`src/iad_pkg.sv`:
```
package iad_pkg;

   localparam int DefDataWidth = 32;
   localparam int KindWidth = 8;
   localparam int StatusWidth = 2;

   localparam logic [KindWidth-1:0] KIND_ADD = 8'h2b;
   localparam logic [KindWidth-1:0] KIND_SUB = 8'h2d;
   localparam logic [KindWidth-1:0] KIND_MUL = 8'h2a;
   localparam logic [KindWidth-1:0] KIND_DIV = 8'h2f;
   localparam logic [KindWidth-1:0] KIND_REM = 8'h25;
   localparam logic [KindWidth-1:0] KIND_AND = 8'h26;
   localparam logic [KindWidth-1:0] KIND_OR  = 8'h7c;
   localparam logic [KindWidth-1:0] KIND_NOT = 8'h7e;

   localparam logic [StatusWidth-1:0] STATUS_OK       = 2'd0;
   localparam logic [StatusWidth-1:0] STATUS_DIV_ZERO = 2'd1;
   localparam logic [StatusWidth-1:0] STATUS_BAD_OP   = 2'd2;

   typedef enum logic [2:0] {
      OP_ADD = 3'd0,
      OP_SUB = 3'd1,
      OP_MUL = 3'd2,
      OP_DIV = 3'd3,
      OP_REM = 3'd4,
      OP_AND = 3'd5,
      OP_OR  = 3'd6,
      OP_NOT = 3'd7
   } op_type;

   // Classified request handed from the front to the back.
   typedef struct packed {
      op_type                 op;
      logic [StatusWidth-1:0] status;
   } ctrl_type;

endpackage

```
`src/iad_front.sv`:
```
module iad_front #(
   parameter int DATA_WIDTH = iad_pkg::DefDataWidth
) (
   input  logic                         clock,
   input  logic                         reset,
   input  logic                         in_valid,
   output logic                         in_ready,
   input  logic [iad_pkg::KindWidth-1:0] in_kind,
   input  logic [DATA_WIDTH-1:0]        in_a,
   input  logic [DATA_WIDTH-1:0]        in_b,
   output logic                         out_valid,
   input  logic                         out_ready,
   output iad_pkg::ctrl_type            out_ctrl,
   output logic [DATA_WIDTH-1:0]        out_a,
   output logic [DATA_WIDTH-1:0]        out_b
);
   import iad_pkg::*;

   // Two-entry queue decouples classification from execution.
   localparam int Depth = 2;

   ctrl_type             cls;
   ctrl_type             q_ctrl_ff [Depth];
   logic [DATA_WIDTH-1:0] q_a_ff [Depth];
   logic [DATA_WIDTH-1:0] q_b_ff [Depth];
   logic                 wr_ptr_ff, wr_ptr_in, rd_ptr_ff, rd_ptr_in;
   logic [1:0]           count_ff, count_in;
   logic                 push, pop;

   always_comb begin
      cls.status = STATUS_OK;
      case (in_kind)
         KIND_ADD: cls.op = OP_ADD;
         KIND_SUB: cls.op = OP_SUB;
         KIND_MUL: cls.op = OP_MUL;
         KIND_DIV: cls.op = OP_DIV;
         KIND_REM: cls.op = OP_REM;
         KIND_AND: cls.op = OP_AND;
         KIND_OR:  cls.op = OP_OR;
         KIND_NOT: cls.op = OP_NOT;
         default: begin
            cls.op = OP_ADD;
            cls.status = STATUS_BAD_OP;
         end
      endcase
      if ((cls.op == OP_DIV || cls.op == OP_REM) && in_b == '0) begin
         cls.status = STATUS_DIV_ZERO;
      end
   end

   assign in_ready  = (count_ff != 2'(Depth));
   assign out_valid = (count_ff != 2'd0);
   assign push      = in_valid && in_ready;
   assign pop       = out_valid && out_ready;
   assign out_ctrl  = q_ctrl_ff[rd_ptr_ff];
   assign out_a     = q_a_ff[rd_ptr_ff];
   assign out_b     = q_b_ff[rd_ptr_ff];

   assign wr_ptr_in = push ? ~wr_ptr_ff : wr_ptr_ff;
   assign rd_ptr_in = pop ? ~rd_ptr_ff : rd_ptr_ff;
   assign count_in  = count_ff + 2'(push) - 2'(pop);

   always_ff @(posedge clock) begin
      if (reset) begin
         wr_ptr_ff <= 1'b0;
         rd_ptr_ff <= 1'b0;
         count_ff  <= 2'd0;
      end else begin
         wr_ptr_ff <= wr_ptr_in;
         rd_ptr_ff <= rd_ptr_in;
         count_ff  <= count_in;
      end
   end

   always_ff @(posedge clock) begin
      if (push) begin
         q_ctrl_ff[wr_ptr_ff] <= cls;
         q_a_ff[wr_ptr_ff]    <= in_a;
         q_b_ff[wr_ptr_ff]    <= in_b;
      end
   end

   a_count_bound: assert property (@(posedge clock) disable iff (reset)
      count_ff <= 2'(Depth)) else $error("front queue overfilled");
   a_no_push_full: assert property (@(posedge clock) disable iff (reset)
      count_ff == 2'(Depth) |-> !push) else $error("push into full queue");
   a_ptr_track: assert property (@(posedge clock) disable iff (reset)
      (count_ff == 2'd0 || count_ff == 2'(Depth)) |-> wr_ptr_ff == rd_ptr_ff)
      else $error("queue pointers disagree with count");

endmodule

```
`config.mk`:
```
export PLATFORM = sky130hd
export DESIGN_NAME = iad_front
export DESIGN_NICKNAME = d
export VERILOG_FILES = /design/src/iad_pkg.sv /design/src/iad_front.sv
export SDC_FILE = /design/constraint.sdc
export NUM_CORES = 1
export LEC_CHECK = 0
export BUFFER_PORTS_ARGS = -buffer_cell sky130_fd_sc_hd__buf_2
export CAP_MARGIN = 0
export CORE_ASPECT_RATIO = 1.4
export CORE_UTILIZATION = 25
export CTS_CLUSTER_DIAMETER = 80
export DETAILED_ROUTE_END_ITERATION = 12
export PLACE_DENSITY = 0.54
export SYNTH_ARGS = -nofsm -noshare
export SYNTH_HDL_FRONTEND = slang
export SYNTH_SLANG_ARGS = --single-unit
```
`constraint.sdc`:
```
create_clock -name clock -period 4.6 [get_ports clock]
set_input_delay 0.46 -clock clock [delete_from_list [all_inputs] [get_ports clock]]
set_output_delay 0.46 -clock clock [all_outputs]
set_load 0.02 [all_outputs]
```
* Word-level counts from Yosys, hierarchy flattened
Memory sizes are Yosys's and may differ from the RTL's. A register that Yosys moved wholly into a read port is not among the register bits. Index checks and enable logic that the tools add are counted.
Storage, ports and cells: register bits after elaboration 4, bits in latches 0, bits in writable memories 138, memory bits (read-only) 0, bits of input ports 76, output and inout port bits 71, logic and storage cells 39, memories kept 3
Memory list:
- q_a_ff | depth 2, width 32, rd ports 1, clocked after Yosys merged registers in 1, write ports 1, RTL line iad_front.sv:24 | logic [DATA_WIDTH-1:0] q_a_ff [Depth];
- q_b_ff | depth 2, width 32, rd ports 1, clocked after Yosys merged registers in 1, write ports 1, RTL line iad_front.sv:25 | logic [DATA_WIDTH-1:0] q_b_ff [Depth];
- q_ctrl_ff | depth 2, width 5, rd ports 1, clocked after Yosys merged registers in 1, write ports 1, RTL line iad_front.sv:23 | ctrl_type q_ctrl_ff [Depth];
Operators by class: add/sub/neg operators 2, multipliers 0, div/mod/pow operators 0, order comparisons 0, equal/unequal tests 11, shifts and indexed selects 0, multiplexer cells 11, bitwise logic cells 2, reductions and logical operators 7
Operators by type and width (number):
- 8-bit by 6-bit == test with 1-bit output (second input constant) | 6
- 32-bit zero test | 1
- 3-bit case mux with 7 select lines | 1
- 8-bit by 7-bit == test with 1-bit output (second input constant) | 2
- 1-bit 2-to-1 mux | 8
- 8-bit OR reduction | 1
- 2-bit 2-to-1 mux | 2
- 3-bit by 2-bit == test with 1-bit output (second input constant) | 1
- 3-bit == test (second input constant) | 1
- 1-bit logical AND | 3
- 2-bit by 1-bit adder with 2-bit output | 1
- 2-bit != test (second input constant) | 1
- 1-bit inverter | 2
- 2-bit nonzero test | 1
- 2-bit by 1-bit subtractor with 2-bit output | 1
- 1-bit logical OR | 1

* Longest topological paths before layout
word-level depth 6, gate-level depth with buffers 8, depth with buffers taken out 8

* Worst setup path before layout
No wires, ideal clock.
path type reg-to-reg, start point register count_ff[0], end point memory q_a_ff[1][0] (netlist name), enable pin, setup time 0.435 ns, arrival 2.355 ns, data required time 4.165 ns, setup slack 1.810 ns, stages on the path, launching flop included 3, path buffers 0, period minus slack after synthesis 2.790 ns, cells stage by stage dfxtp_1 nand2b_1 and3_1
Between the ends: word-level cells in the longest chain between the ends 4
Ends and longest elaborated chain:
- start: declaration | RTL line iad_front.sv:27 | logic [1:0] count_ff, count_in;
- start signal: assignment | RTL line iad_front.sv:71 | count_ff <= count_in;
- 2-bit != test | RTL line iad_front.sv:51 | assign in_ready = (count_ff != 2'(Depth));
- net in_ready | RTL line iad_front.sv:7 | output logic in_ready,
- 1-bit logical AND | RTL line iad_front.sv:53 | assign push = in_valid && in_ready;
- 1-bit 2-to-1 mux | RTL line iad_front.sv:76 | if (push) begin
- 1-bit 2-to-1 mux (implied by the code) | RTL line iad_front.sv:78 | q_a_ff[wr_ptr_ff] <= in_a;
- end: declaration | RTL line iad_front.sv:24
The timed path passes the listed nets, and every way through them passes these cells.

==> flow_metrics.py <==
metrics = {
    "outcome": {
        "status": "completed",
    },
    "final_layout": {
        "area_growth_pct": 28.79,
        "drive_above_1_share": 0.5647,
        "fin_util": 0.3309,
        "finalNetCount": 513,
        "fill_cells": 2073,
    },
    "synthesis": {
        "syn_area_um2": 5468,
        "syn_area_per_cell_um2": 19.60,
        "synthTopCellsByArea": "edfxtp_1 (76%), mux2_2 (14%), dfxtp_1 (1.8%)",
        "async_reset_ff_frac": 0,
        "synth.net_count": 357,
        "ys_ff_latch": 143,
        "synth_ff_type": "edfxtp_1",
        "synth_top_area_share": 0.7579,
        "yosys-top-cells-count": "edfxtp_1 (138), mux2_2 (69), nor4_1 (9), buf_2 (7), dfxtp_1 (5)",
        "yosysWarnings": 0,
        "netlist_instances": 279,
        "yosysMostFrequentCell": "edfxtp_1",
        "synth.largest_area_cell": "edfxtp_1",
        "synth-edff-count": 138,
        "ys_seq_area_frac": 0.7762,
        "synth.distinct_cells": 37,
    },
    "hold_path": {
        "min_path_type": "input pin to flip-flop",
    },
    "grt": {
        "antenna_found_initial": 1,
        "grt_overflow": 0,
        "grt_use_total": 0.1032,
        "grt_max_degree": 70,
        "grt_pass1_wl_um": 16910,
        "grt_pass1_vias": 3270,
    },
    "worst_setup_path": {
        "cp-end-kind": "output pin",
        "crit_type": "flip-flop to output pin",
        "startpoint_type": "flip-flop",
        "crit_chain": "mux2_2, buf_2",
        "slowest_stage": "dfxtp_4",
        "worstPathMaxFanout": 69,
        "required_ps": 4140,
        "cp_num_buf_inv": 1,
        "path_delay_family": "flip-flops",
        "arrival_ps": 2010,
        "slowest_delay_ps": 980,
    },
    "drt": {
        "viasPerCell": 4.309,
        "post_drt_wl_per_cell_um": 15.78,
        "remaining_drc_errors": 0,
        "drtAntennaViolNets": 0,
        "first_pass_iters": 4,
        "vias": 3055,
        "drt-initial-drc-count": 153,
        "wirelength_um": 11190,
    },
    "clock_tree": {
        "numCtsBuffers": 17,
        "clk_path_buf_depth": 2,
        "cts_tree": "done",
        "clk_latency_ps": 420,
        "cts_sinks": 143,
        "ctsRootBufferMaster": "clkbuf_16",
        "cts_setup_buffers": 0,
        "path_clk_slew_ps": 60,
        "cts_resized": 0,
        "htree_levels": 4,
        "ctsHoldBuffers": 0,
    },
    "floorplan": {
        "row_count": 63,
        "io_pins": 147,
        "core_um2": 21280,
        "start_util": 0.2569,
        "die_y_um": 177.0,
        "die-width_um": 127.0,
        "die_area_um2": 22480,
    },
    "power": {
        "p_per_area_nw_per_um2": 588.9,
        "vdd_drop_max_uv": 238.3,
        "power.leakage_nw": 2.554,
        "total_power_mw": 4.147,
    },
    "placed_design": {
        "dp_hpwl_um": 7284,
        "routabilityCongestion": 0.7097,
        "io_buffer_count": 146,
    },
    "sta": {
        "hold_violations": 0,
        "holdWs_ps": 233.4,
        "skew_ps": 6.375,
        "finalCritPeriodShare": 0.5375,
        "slew_headroom": 0.3137,
        "worst_pin_slew_ps": 1030,
        "setup_tns_ps": 0,
        "fmax_mhz": 404.5,
        "min_period_ps": 2472,
        "slew_viol_final": 0,
        "rsz0062_at_grt": "no",
        "setup_violations": 0,
    },
    "flow_run": {
        "drv_cap": 0,
    },
}
## state kept, by name, indices dropped and copies added (netlist names), named ones only
signal and flops:
rd_ptr_ff 1, q_b_ff 64, q_ctrl_ff 10, wr_ptr_ff 1
q_a_ff 64, count_ff 2
## path summary, 6_finish.rpt
check                         startpoint                 endpoint  slack, ps  depth (start not counted)
hold / removal                   in_a[4]   q_a_ff[0][4]$_DFFE_PP_        230                          1
hold reg to reg   rd_ptr_ff$_SDFFE_PP0P_   rd_ptr_ff$_SDFFE_PP0P_        520                          2
setup reg to reg  count_ff[0]$_SDFF_PP0_  q_b_ff[0][17]$_DFFE_PP_       2340                          4
setup / recovery               flip-flop                out_a[10]       2130                          2
## area by class of cell
cell class / count / area [um^2] / area share
Antenna cell: 1 / 2.502 / 0.0003554
Sequential cell: 143 / 4248 / 0.6032
Timing Repair Buffer: 147 / 738.2 / 0.1048
Inverter: 2 / 7.507 / 0.001066
Clock buffer: 18 / 429.2 / 0.06095
Multi-Input combinational cell: 124 / 1147 / 0.1629
Clock inverter: 14 / 143.9 / 0.02043
Tap cell: 260 / 325.3 / 0.04620
## worst register-to-register path: cells and delay by family (launching register included)
family | cells | cell delay [ps]
flops | 1 | 370
simple gates | 2 | 330
buf+inv | 2 | 1160
## metrics by stage
stage / setup slack (ps) / instances / area [um^2]
after floorplan: 1810 / 279 / 5468
after global placement: 2351 / 676 / 6466
after detailed placement: 2290 / 676 / 6466
after CTS: 2033 / 708 / 7039
after global routing: 1979 / 708 / 7039
final: 2128 / 709 / 7042
## layout by cell type (no fill, tap or decap), types with 2 or more instances in the layout
| cell type | instances |
|---|---|
| nor4_1 | 9 |
| a21oi_1 | 3 |
| mux2_2 | 69 |
| clkbuf_16 | 17 |
| clkinv_2 | 4 |
| nand4_1 | 3 |
| buf_2 | 146 |
| nand3b_1 | 2 |
| nor2_1 | 4 |
| nand2_1 | 4 |
| xnor2_1 | 2 |
| dfxtp_1 | 4 |
| nor2b_1 | 3 |
| ha_1 | 2 |
| nand3_1 | 2 |
| edfxtp_1 | 138 |
| clkinv_4 | 2 |
| clkinvlp_4 | 5 |
| bufinv_16 | 2 |
| nor3_1 | 2 |
## report_power, final
| part | switching [mW] | internal (mW) | total (mW) |
|---|---|---|---|
| clock | 0.533 | 0.796 | 1.33 |
| combinational | 0.589 | 0.430 | 1.02 |
| sequential | 0.136 | 1.66 | 1.80 |
## cell families after synthesis
group | Yosys count | share of synthesized area
DFF | 143 | 0.7762
muxes | 69 | 0.1421
and+or+nand+nor | 39 | 0.04325
buffers and inverters | 12 | 0.01487
AOI/OAI and AO/OA | 11 | 0.01419
xor gates and xnor gates | 3 | 0.004806
adders and majority gates | 2 | 0.004576
## metal layers
metal	up-vias	wire, um	GRT usage
li1	1425	-	-
met1	1530	4242	0.1006
met2	92	6186	0.1928
met3	8	615	0.03567
met4	0	140	0.04911
met5	-	0	0
Note: power is estimated with default switching activity, not from simulation.
